`src/design/slps_pkg.sv`:
```
`default_nettype none

package slps_pkg;

  localparam int unsigned HOLD_WIDTH_DEF = 16;
  localparam int unsigned CFG_W          = 16;
  localparam int unsigned SEG_W          = 10;
  localparam logic [CFG_W-1:0] HOLD_RESET = CFG_W'(5000);
  localparam logic [SEG_W-1:0] SEG_RESET  = SEG_W'(100);

  // event codes
  localparam logic [3:0] EV_TARGET_ON  = 4'd0;
  localparam logic [3:0] EV_TARGET_OFF = 4'd1;
  localparam logic [3:0] EV_STORE_ON   = 4'd2;
  localparam logic [3:0] EV_STORE_OFF  = 4'd3;
  localparam logic [3:0] EV_V1_ON      = 4'd4;
  localparam logic [3:0] EV_V1_OFF     = 4'd5;
  localparam logic [3:0] EV_V2_ON      = 4'd6;
  localparam logic [3:0] EV_V2_OFF     = 4'd7;
  localparam logic [3:0] EV_RTT_BLOCK  = 4'd8;
  localparam logic [3:0] EV_RTT_DATA   = 4'd9;
  localparam logic [3:0] EV_UART_DATA  = 4'd10;

  // link flag bits
  localparam int unsigned FL_TARGET  = 0;
  localparam int unsigned FL_STORAGE = 1;
  localparam int unsigned FL_V1      = 2;
  localparam int unsigned FL_V2      = 3;

  typedef enum logic [2:0] {
    PAT_SEARCH  = 3'd0,
    PAT_V1      = 3'd1,
    PAT_V2      = 3'd2,
    PAT_STORAGE = 3'd3,
    PAT_UART    = 3'd4,
    PAT_RTT     = 3'd5
  } pat_e;

  typedef struct packed {
    logic       action;
    logic [3:0] code;
  } item_t;

  typedef struct packed {
    pat_e pattern;
    logic led;
  } res_t;

  function automatic logic [2:0] seg_total(pat_e p, logic [1:0] n);
    logic [2:0] t;
    case (p)
      PAT_SEARCH:  t = 3'd2;
      PAT_V1:      t = 3'd2;
      PAT_V2:      t = 3'd4;
      PAT_STORAGE: t = 3'd6;
      PAT_UART:    t = 3'd2;
      default:     t = {n, 1'b1};
    endcase
    return t;
  endfunction

  function automatic logic seg_level(pat_e p, logic [2:0] i, logic [1:0] n);
    logic l;
    case (p)
      PAT_SEARCH, PAT_V1, PAT_V2, PAT_STORAGE: l = i[0];
      PAT_UART: l = (i == 3'd0);
      default:  l = (i < {n, 1'b0}) ? ~i[0] : 1'b0;
    endcase
    return l;
  endfunction

  function automatic logic [SEG_W-1:0] seg_length(pat_e p, logic [2:0] i, logic [1:0] n);
    logic [2:0]       last;
    logic [SEG_W-1:0] len;
    last = seg_total(p, n) - 3'd1;
    case (p)
      PAT_SEARCH:  len = SEG_W'(100);
      PAT_V1:      len = (i < last) ? SEG_W'(100) : SEG_W'(900);
      PAT_V2:      len = (i < last) ? SEG_W'(100) : SEG_W'(700);
      PAT_STORAGE: len = (i < last) ? SEG_W'(100) : SEG_W'(500);
      PAT_UART:    len = (i == 3'd0) ? SEG_W'(300) : SEG_W'(700);
      default: begin
        if (i < {n, 1'b0}) begin
          len = i[0] ? SEG_W'(200) : SEG_W'(20);
        end else begin
          // frame closes with 1000 ms minus the flashes shown
          case (n)
            2'd0:    len = SEG_W'(1000);
            2'd1:    len = SEG_W'(780);
            2'd2:    len = SEG_W'(560);
            default: len = SEG_W'(340);
          endcase
        end
      end
    endcase
    return len;
  endfunction

endpackage

`default_nettype wire

```
`src/design/slps_in_stage.sv`:
```
`default_nettype none

module slps_in_stage
  import slps_pkg::*;
(
  input  wire logic       clk_i,
  input  wire logic       rst_ni,
  input  wire logic       s_valid_i,
  output      logic       s_ready_o,
  input  wire logic       action_i,
  input  wire logic [3:0] code_i,
  input  wire logic       adv_i,
  output      logic       step_o,
  output      item_t      item_o
);

  logic  vld_q;
  item_t item_q;

  assign s_ready_o = !vld_q || adv_i;
  assign step_o    = vld_q && adv_i;
  assign item_o    = item_q;

  always_ff @(posedge clk_i or negedge rst_ni) begin
    if (!rst_ni) begin
      vld_q <= 1'b0;
    end else if (s_ready_o) begin
      vld_q <= s_valid_i;
    end
  end

  always_ff @(posedge clk_i) begin
    if (s_ready_o && s_valid_i) begin
      item_q <= '{action: action_i, code: code_i};
    end
  end

endmodule

`default_nettype wire

```
`src/design/slps_core.sv`:
```
`default_nettype none

module slps_core
  import slps_pkg::*;
#(
  parameter int unsigned HOLD_WIDTH = HOLD_WIDTH_DEF
) (
  input  wire logic             clk_i,
  input  wire logic             rst_ni,
  input  wire logic             step_i,
  input  wire item_t            item_i,
  input  wire logic [CFG_W-1:0] hold_cfg_i,
  output      res_t             res_o
);

  localparam int unsigned CMP_W = (HOLD_WIDTH > CFG_W) ? HOLD_WIDTH : CFG_W;
  localparam logic [HOLD_WIDTH-1:0] HoldMax = '1;
  localparam logic [HOLD_WIDTH-1:0] HoldRst =
    (CMP_W'(HOLD_RESET) > CMP_W'(HoldMax)) ? HoldMax : HOLD_WIDTH'(CMP_W'(HOLD_RESET));

  logic [3:0]            flags_q, flags_d;
  logic [1:0]            flash_q, flash_d;
  logic [HOLD_WIDTH-1:0] uart_q, uart_d, rtt_q, rtt_d;
  pat_e                  pat_q, pat_d;
  logic [2:0]            idx_q, idx_d;
  logic [SEG_W-1:0]      left_q, left_d;
  logic [1:0]            lat_q, lat_d;
  logic                  led_q, led_d;

  logic [HOLD_WIDTH-1:0] hold_load, uart_dec, rtt_dec;
  logic [SEG_W-1:0]      left_dec;
  pat_e                  pick;
  logic [1:0]            pick_lat;

  always_comb begin
    hold_load = (CMP_W'(hold_cfg_i) > CMP_W'(HoldMax)) ? HoldMax
                                                        : HOLD_WIDTH'(CMP_W'(hold_cfg_i));
    uart_dec = (uart_q != '0) ? uart_q - 1'b1 : uart_q;
    rtt_dec  = (rtt_q != '0) ? rtt_q - 1'b1 : rtt_q;
    left_dec = (left_q != '0) ? left_q - 1'b1 : left_q;

    // priority pick on the flags and the counted-down timers
    if (!flags_q[FL_TARGET])     pick = PAT_SEARCH;
    else if (flags_q[FL_V1])     pick = PAT_V1;
    else if (flags_q[FL_V2])     pick = PAT_V2;
    else if (flags_q[FL_STORAGE]) pick = PAT_STORAGE;
    else if (uart_dec != '0)     pick = PAT_UART;
    else                         pick = PAT_RTT;
    pick_lat = (pick != PAT_RTT) ? 2'd0 : (rtt_dec != '0) ? 2'd3 : flash_q;

    flags_d = flags_q;
    flash_d = flash_q;
    uart_d  = uart_q;
    rtt_d   = rtt_q;
    pat_d   = pat_q;
    idx_d   = idx_q;
    left_d  = left_q;
    lat_d   = lat_q;
    led_d   = led_q;

    if (item_i.action) begin
      case (item_i.code)
        EV_TARGET_ON: begin
          flags_d[FL_TARGET] = 1'b1;
          flash_d = 2'd1;
        end
        EV_TARGET_OFF: flags_d[FL_TARGET] = 1'b0;
        EV_STORE_ON: begin
          flags_d[FL_STORAGE] = 1'b1;
          flash_d = 2'd0;
        end
        EV_STORE_OFF: flags_d[FL_STORAGE] = 1'b0;
        EV_V1_ON: begin
          flags_d[FL_V1] = 1'b1;
          flash_d = 2'd0;
        end
        EV_V1_OFF: flags_d[FL_V1] = 1'b0;
        EV_V2_ON: begin
          flags_d[FL_V2] = 1'b1;
          flash_d = 2'd0;
        end
        EV_V2_OFF:    flags_d[FL_V2] = 1'b0;
        EV_RTT_BLOCK: flash_d = 2'd2;
        EV_RTT_DATA:  rtt_d = hold_load;
        EV_UART_DATA: uart_d = hold_load;
        default: ;
      endcase
    end else begin
      uart_d = uart_dec;
      rtt_d  = rtt_dec;
      left_d = left_dec;
      if (left_dec == '0) begin
        if ({1'b0, idx_q} + 4'd1 >= {1'b0, seg_total(pat_q, lat_q)}) begin
          pat_d  = pick;
          lat_d  = pick_lat;
          idx_d  = 3'd0;
          led_d  = seg_level(pick, 3'd0, pick_lat);
          left_d = seg_length(pick, 3'd0, pick_lat);
        end else begin
          idx_d  = idx_q + 3'd1;
          led_d  = seg_level(pat_q, idx_q + 3'd1, lat_q);
          left_d = seg_length(pat_q, idx_q + 3'd1, lat_q);
        end
      end
    end
  end

  assign res_o = '{pattern: pat_d, led: led_d};

  always_ff @(posedge clk_i or negedge rst_ni) begin
    if (!rst_ni) begin
      flags_q <= '0;
      flash_q <= 2'd0;
      uart_q  <= HoldRst;
      rtt_q   <= HoldRst;
      pat_q   <= PAT_SEARCH;
      idx_q   <= 3'd0;
      left_q  <= SEG_RESET;
      lat_q   <= 2'd0;
      led_q   <= 1'b0;
    end else if (step_i) begin
      flags_q <= flags_d;
      flash_q <= flash_d;
      uart_q  <= uart_d;
      rtt_q   <= rtt_d;
      pat_q   <= pat_d;
      idx_q   <= idx_d;
      left_q  <= left_d;
      lat_q   <= lat_d;
      led_q   <= led_d;
    end
  end

  a_event_keeps_led: assert property (@(posedge clk_i) disable iff (!rst_ni)
    step_i && item_i.action |=> $stable(led_q) && $stable(pat_q))
    else $error("event changed LED or pattern");

  a_seg_nonzero: assert property (@(posedge clk_i) disable iff (!rst_ni)
    left_q != '0)
    else $error("segment timer reached zero without reload");

  a_lat_only_rtt: assert property (@(posedge clk_i) disable iff (!rst_ni)
    pat_q != PAT_RTT |-> lat_q == 2'd0)
    else $error("flash count latched outside flash pattern");

  a_idx_range: assert property (@(posedge clk_i) disable iff (!rst_ni)
    idx_q < seg_total(pat_q, lat_q))
    else $error("segment index past end of pattern");

endmodule

`default_nettype wire

```
`src/design/slps_out_stage.sv`:
```
`default_nettype none

module slps_out_stage
  import slps_pkg::*;
(
  input  wire logic       clk_i,
  input  wire logic       rst_ni,
  input  wire logic       step_i,
  input  wire res_t       res_i,
  output      logic       adv_o,
  output      logic       m_valid_o,
  input  wire logic       m_ready_i,
  output      logic [7:0] m_data_o
);

  logic vld_q;
  res_t res_q;

  assign adv_o     = !vld_q || m_ready_i;
  assign m_valid_o = vld_q;
  assign m_data_o  = {4'b0000, res_q};

  always_ff @(posedge clk_i or negedge rst_ni) begin
    if (!rst_ni) begin
      vld_q <= 1'b0;
    end else if (step_i) begin
      vld_q <= 1'b1;
    end else if (m_ready_i) begin
      vld_q <= 1'b0;
    end
  end

  always_ff @(posedge clk_i) begin
    if (step_i) begin
      res_q <= res_i;
    end
  end

endmodule

`default_nettype wire

```
`src/design/status_led_pattern_sequencer.sv`:
```
`default_nettype none

// Status LED pattern sequencer. Each input item is a 1 ms tick (tuser = 0) or a
// status event (tuser = 1, code in tdata[3:0]); every item yields exactly one
// result item carrying the LED level and the pattern being shown after it.
// One item is taken per clock cycle while the output does not stall; an accepted
// item sits in the input register, passes through the combinational state update
// and lands in the result register, which then offers it. Output stalls back up
// into the input once both registers are full. The user must write the activity
// hold time through cfg_we_i/cfg_wdata_i only while the stream is idle; the block
// does not enforce this. UART and RTT hold timers start at HOLD_RESET at reset.
module status_led_pattern_sequencer
  import slps_pkg::*;
#(
  parameter int unsigned HOLD_WIDTH = HOLD_WIDTH_DEF
) (
  input  wire logic             clk_i,
  input  wire logic             rst_ni,
  input  wire logic             s_axis_tvalid,
  output      logic             s_axis_tready,
  input  wire logic [7:0]       s_axis_tdata,  // [3:0] event_code
  input  wire logic             s_axis_tuser,  // [0] action
  output      logic             m_axis_tvalid,
  input  wire logic             m_axis_tready,
  output      logic [7:0]       m_axis_tdata,  // [0] led_on, [3:1] pattern_shown
  input  wire logic             cfg_we_i,
  input  wire logic [CFG_W-1:0] cfg_wdata_i
);

  logic [CFG_W-1:0] hold_cfg_q;
  logic             adv, step;
  item_t            item;
  res_t             res;

  always_ff @(posedge clk_i or negedge rst_ni) begin
    if (!rst_ni) begin
      hold_cfg_q <= HOLD_RESET;
    end else if (cfg_we_i) begin
      hold_cfg_q <= cfg_wdata_i;
    end
  end

  slps_in_stage u_in (
    .clk_i     (clk_i),
    .rst_ni    (rst_ni),
    .s_valid_i (s_axis_tvalid),
    .s_ready_o (s_axis_tready),
    .action_i  (s_axis_tuser),
    .code_i    (s_axis_tdata[3:0]),
    .adv_i     (adv),
    .step_o    (step),
    .item_o    (item)
  );

  slps_core #(
    .HOLD_WIDTH (HOLD_WIDTH)
  ) u_core (
    .clk_i      (clk_i),
    .rst_ni     (rst_ni),
    .step_i     (step),
    .item_i     (item),
    .hold_cfg_i (hold_cfg_q),
    .res_o      (res)
  );

  slps_out_stage u_out (
    .clk_i     (clk_i),
    .rst_ni    (rst_ni),
    .step_i    (step),
    .res_i     (res),
    .adv_o     (adv),
    .m_valid_o (m_axis_tvalid),
    .m_ready_i (m_axis_tready),
    .m_data_o  (m_axis_tdata)
  );

  a_stall_only_when_full: assert property (@(posedge clk_i) disable iff (!rst_ni)
    !s_axis_tready |-> m_axis_tvalid && !m_axis_tready)
    else $error("input stalled while output could move");

endmodule

`default_nettype wire

```
`config.mk`:
```
export PLATFORM = sky130hd
export DESIGN_NAME = status_led_pattern_sequencer
export DESIGN_NICKNAME = d
export VERILOG_FILES = /design/src/design/slps_pkg.sv /design/src/design/slps_in_stage.sv /design/src/design/slps_core.sv /design/src/design/slps_out_stage.sv /design/src/design/status_led_pattern_sequencer.sv
export SDC_FILE = /design/constraint.sdc
export NUM_CORES = 1
export LEC_CHECK = 0
export CAP_MARGIN = 20
export CORE_ASPECT_RATIO = 1.1
export CORE_MARGIN = 3
export CORE_UTILIZATION = 50
export DETAILED_ROUTE_END_ITERATION = 12
export DONT_BUFFER_PORTS = 1
export GPL_TIMING_DRIVEN = 1
export MAX_ROUTING_LAYER = met4
export PLACE_DENSITY = 0.61
export SYNTH_ARGS = -nofsm -noshare
export SYNTH_HDL_FRONTEND = slang
export SYNTH_HIERARCHICAL = 1
export SYNTH_SLANG_ARGS = --single-unit
```
`constraint.sdc`:
```
create_clock -name clk_i -period 8.3 [get_ports clk_i]
set_input_delay 1.66 -clock clk_i [delete_from_list [all_inputs] [get_ports clk_i]]
set_output_delay 1.66 -clock clk_i [all_outputs]
set_load 0.1 [all_outputs]
```
## Yosys cells after proc, flatten, opt, wreduce, memory -nomap -nowiden

Index checks and enable logic that the tools add are counted.

- Bitwise gates (word level): 2
- Order comparisons: 6
- Equal/unequal tests: 25
- Reduce and logical (&&, ||, !) cells: 39
- Multiplexer cells: 59
- Multipliers: 0
- Shifts and indexed selects: 0
- Add/subtract/negate cells: 7
- Div/mod/pow operators: 0

Operator list:

| operator | number |
|---|---|
| $mux 16 | 7 |
| $mux 10 | 10 |
| $pmux 10 s5 | 2 |
| $reduce_bool 16->1 | 4 |
| $pmux 10 s3 | 2 |
| $mux 3 | 16 |
| $sub 16x1->16 const B | 2 |
| $mux 9 | 2 |
| $pmux 3 s3 | 2 |
| $reduce_and 3->1 | 6 |
| $eq 4x3->1 const B | 4 |
| $gt 16x16->1 const B | 1 |
| $eq 3x2->1 const B | 4 |
| $eq 4x4->1 const B | 3 |
| $pmux 1 s2 | 6 |
| $logic_not 10->1 | 1 |
| $reduce_bool 10->1 | 1 |
| $reduce_bool 2->1 | 5 |
| $sub 10x1->10 const B | 1 |
| $logic_not 3->1 | 3 |
| $reduce_or 3->1 | 3 |
| $eq 4x2->1 const B | 2 |
| $mux 1 | 8 |
| $mux 8 | 1 |
| other kinds (25) | 42 |

- RAM bits: 0
- Memories kept: 0
- Input bits: 30
- ROM bits: 0
- Word-level logic and storage cells: 157
- Flip-flop bits (word level): 84
- Bits in latches: 0

## Depth between registers and ports, before layout

- Depth after elaboration: 20
- Depth in mapped cells: 12
- Mapped depth without buffers: 11

## Hierarchy

The synthesis kept the hierarchy.

Modules (own cells, without submodules):

| module | cells each | instances | area an instance (µm²) |
|---|---|---|---|
| slps_core | 603 | 1 | 4889.7 |
| status_led_pattern_sequencer | 34 | 1 | 655.6 |
| slps_in_stage | 10 | 1 | 210.2 |
| slps_out_stage | 12 | 1 | 201.4 |

## Worst setup path before layout

No wires, ideal clock.

- Kind: in2out
- Start: input port m_axis_tready
- End: output port s_axis_tready
- Stages: 2
- Setup slack: 4531 ps
- Arrival: 2109 ps
- Path through: nand2b_4 nand2b_4

- Word-level cells in the longest chain between the ends: 2

Ends and longest elaborated chain:

| element | line | source |
|---|---|---|
| start, declared | status_led_pattern_sequencer.sv:24 | `input wire logic m_axis_tready,` |
| $logic_or 1x1->1 | slps_out_stage.sv:19 | `assign adv_o = !vld_q \|\| m_ready_i;` |
| $logic_or 1x1->1 | slps_in_stage.sv:20 | `assign s_ready_o = !vld_q \|\| adv_i;` |
| end, declared | status_led_pattern_sequencer.sv:20 | `output logic s_axis_tready,` |

Every way passes these cells.

## Worst setup path in the final report

Ends and elaborated chain as after synthesis.

==> metrics.yaml <==
setup_path:
  criticalPathCategory: "in2out"
  cp.required_ns: 6.64
  cpLargestDelayFamily: "simple AND/OR/NAND/NOR gates"
  crit_chain: "nand2b_4 > nand2b_4"
  path_max_fanout: 3
  end_kind: "primary output"
  cp.depth: 2
  path_common_cell: "nand2b_4"
  slowest_delay_ns: 0.33
  rr_worst_depth: 9
  start_kind: "input pin"
  cp_num_buf_inv: 0
  crit_arrival_ns: 2.12
  crit_slowest_cell: "nand2b_4"
timing:
  slew_headroom: 0.313
  post-route-period-util: 0.455
  fmax_mhz: 265
  min_period_ns: 3.78
  timing.final.max_slew_violations: 0
  fin_skew_ns: 0.00835
  setup_viol: 0
  final_hold_viol_count: 0
  rsz0062_at_grt: "false"
  tns_ns: 0
  worstMarginPinSlew_ns: 1.02
die:
  core_um2: 11500
  num_rows: 41
  io_pins: 40
  dieHeight_um: 120
  die-area_um2: 13300
  initial_core_util: 0.516
  die_x_um: 110
clocking:
  postCtsSetupBuffers: 0
  cts_tree: "done"
  clk_pin_slew_ns: 0.06
  clock_sinks: 84
  postCtsHoldBufs: 0
  clock_path_buffers: 2
  cts-resized-gates: 0
  numCtsBuffers: 9
  h-tree-depth: 3
  insertion_delay_ns: 0.35
  cts_root_buf: "clkbuf_16"
drt:
  drt_wl_total_um: 15400
  num_vias: 5008
  first_iter_violations: 389
  vias_per_cell: 6.35
  wl_per_cell_um: 19.6
  dr.pass1.iters: 7
  ant_nets: 0
  drc: 0
place:
  place_congestion: 0.907
  dp_hpwl_um: 11300
  numPortBuffers: 0
run:
  cap_violations: 0
yosys:
  ys_ff_latch: 84
  async_flop_share: 0.893
  synthCells: 659
  ys.warnings.count: 6
  seq_area_frac_synth: 0.364
  synth_cell_types: 91
  netlist_area_um2: 5960
  postSynthAreaPerCell_um2: 9.04
  ys.flop_type: "dfrtp_1"
  synth_edf_count: 9
global_route:
  grtUsageTotal: 0.250
  grt_max_degree: 76
  globalRouteOverflowTotal: 0
  grt_pass1_vias: 4706
  grt_pass1_wl_um: 24900
  grt_antenna_before_repair: 0
final_layout:
  fillers: 1084
  layout_common_cells: "nand2_1, dfrtp_1, a21oi_1"
  layout.nets: 682
  ff_latch_area_um2: 2170
  drive_gt1_frac: 0.152
  diodes: 0
  multi_input_area_um2: 3480
  area_growth_pct: 5.00
  final_common_cell: "nand2_1"
min_path:
  min_path_type: "reg2reg"
  hold_path_depth: 2
run_status:
  status: "complete, no violations"
pwr:
  power.density_nw_per_um2: 250
  peakVddDrop_v: 0.000139
  p_leak_uw: 0.00247
  power.total_uw: 1570
[kinds of logic after synthesis]
logic type,synth area share
and+or+nand+nor,0.240
DFF,0.364
AOI/OAI and AO/OA,0.228
buffers and inverters,0.0533
adders and majority gates,0.0378
other,0.000630
xor gates and xnor gates,0.00735
muxes,0.0685
[synth_stat cells, types with 15 or more instances]
cell | n | area, µm²
ha_1 | 18 | 225
nor2_1 | 40 | 150
nand2_1 | 63 | 236
dfstp_2 | 18 | 473
nand3_1 | 21 | 105
inv_1 | 22 | 82.6
o21ai_0 | 42 | 210
dfrtp_1 | 57 | 1430
o22ai_1 | 15 | 93.8
clkbuf_1 | 28 | 105
a21oi_1 | 48 | 240
nor3_1 | 25 | 125
[final timing paths]
kind / slack, ns / end / start
worst max-delay path: 4.52 / s_axis_tready / m_axis_tready
worst min-delay path: 0.51 / u_core/flags_q[3]$_DFFE_PN0P_ / u_core/flags_q[3]$_DFFE_PN0P_
worst max register to register: 4.73 / u_core/left_q[9]$_DFFE_PN0P_ / u_core/left_q[0]$_DFFE_PN0P_
worst min register to register: 0.51 / u_core/flags_q[3]$_DFFE_PN0P_ / u_core/flags_q[3]$_DFFE_PN0P_
max in group asynchronous: 7.03 / u_core/uart_q[12]$_DFFE_PN1P_ / rst_ni
min in group asynchronous: 1.01 / u_core/uart_q[10]$_DFFE_PN0P_ / rst_ni
[layout make-up]
class / instances / share of cell area
clock buffers: 10 / 0.0382
clock inverters: 6 / 0.00860
inverters: 23 / 0.0138
multi-input cells: 511 / 0.557
flip-flops and latches: 84 / 0.347
well taps: 150 / 0.0300
repair buffers: 5 / 0.00600
[tightest hold or removal path: cells and delay by family (launching register included)]
family / cells / cell delay, ns
AOI/OAI and AO/OA: 1 / 0.06
and+or+nand+nor: 1 / 0.05
DFF: 1 / 0.36
[report_power, final]
group	total, µW	switching [µW]	internal, µW	leakage, µW
clock network	396	179	217	0.000142
logic	480	277	203	0.00135
registers	690	173	517	0.000974
[metal layers]
| layer | track usage | up-vias | part of all wire | wire, µm |
|---|---|---|---|---|
| met5 | - | - | 0 | 0 |
| met4 | 0.0857 | 0 | 0.022 | 336 |
| met3 | 0.0310 | 22 | 0.029 | 450 |
| met2 | 0.405 | 119 | 0.50 | 7780 |
| met1 | 0.322 | 2452 | 0.45 | 6880 |
| li1 | - | 2415 | - | - |
[state kept, by name, indices dropped and copies added (netlist names)]
register	flops
u_core/lat_q	2
u_core/idx_q	3
u_core/led_q	1
u_in/item_o	5
u_core/rtt_q	16
u_core/flash_q	2
u_core/uart_q	16
u_out/m_data_o	4
u_out/m_valid_o	1
u_core/pat_q	3
u_in/vld_q	1
u_core/flags_q	4
hold_cfg_q	16
u_core/left_q	10
[metrics by stage]
stage / instances / cell area (µm²) / utilization / hold slack, ns / worst slack (ns)
after floorplan: 662 / 5970 / - / 0.462 / 4.53
after global placement: 773 / 5960 / 0.517 / 0.492 / 4.45
after detailed placement: 773 / 5960 / 0.517 / 0.501 / 4.46
after CTS: 789 / 6250 / 0.542 / 0.515 / 4.52
after global routing: 789 / 6250 / 0.542 / 0.549 / 4.50
final: 789 / 6250 / 0.542 / 0.510 / 4.52
(Power assumes the default switching activity.)
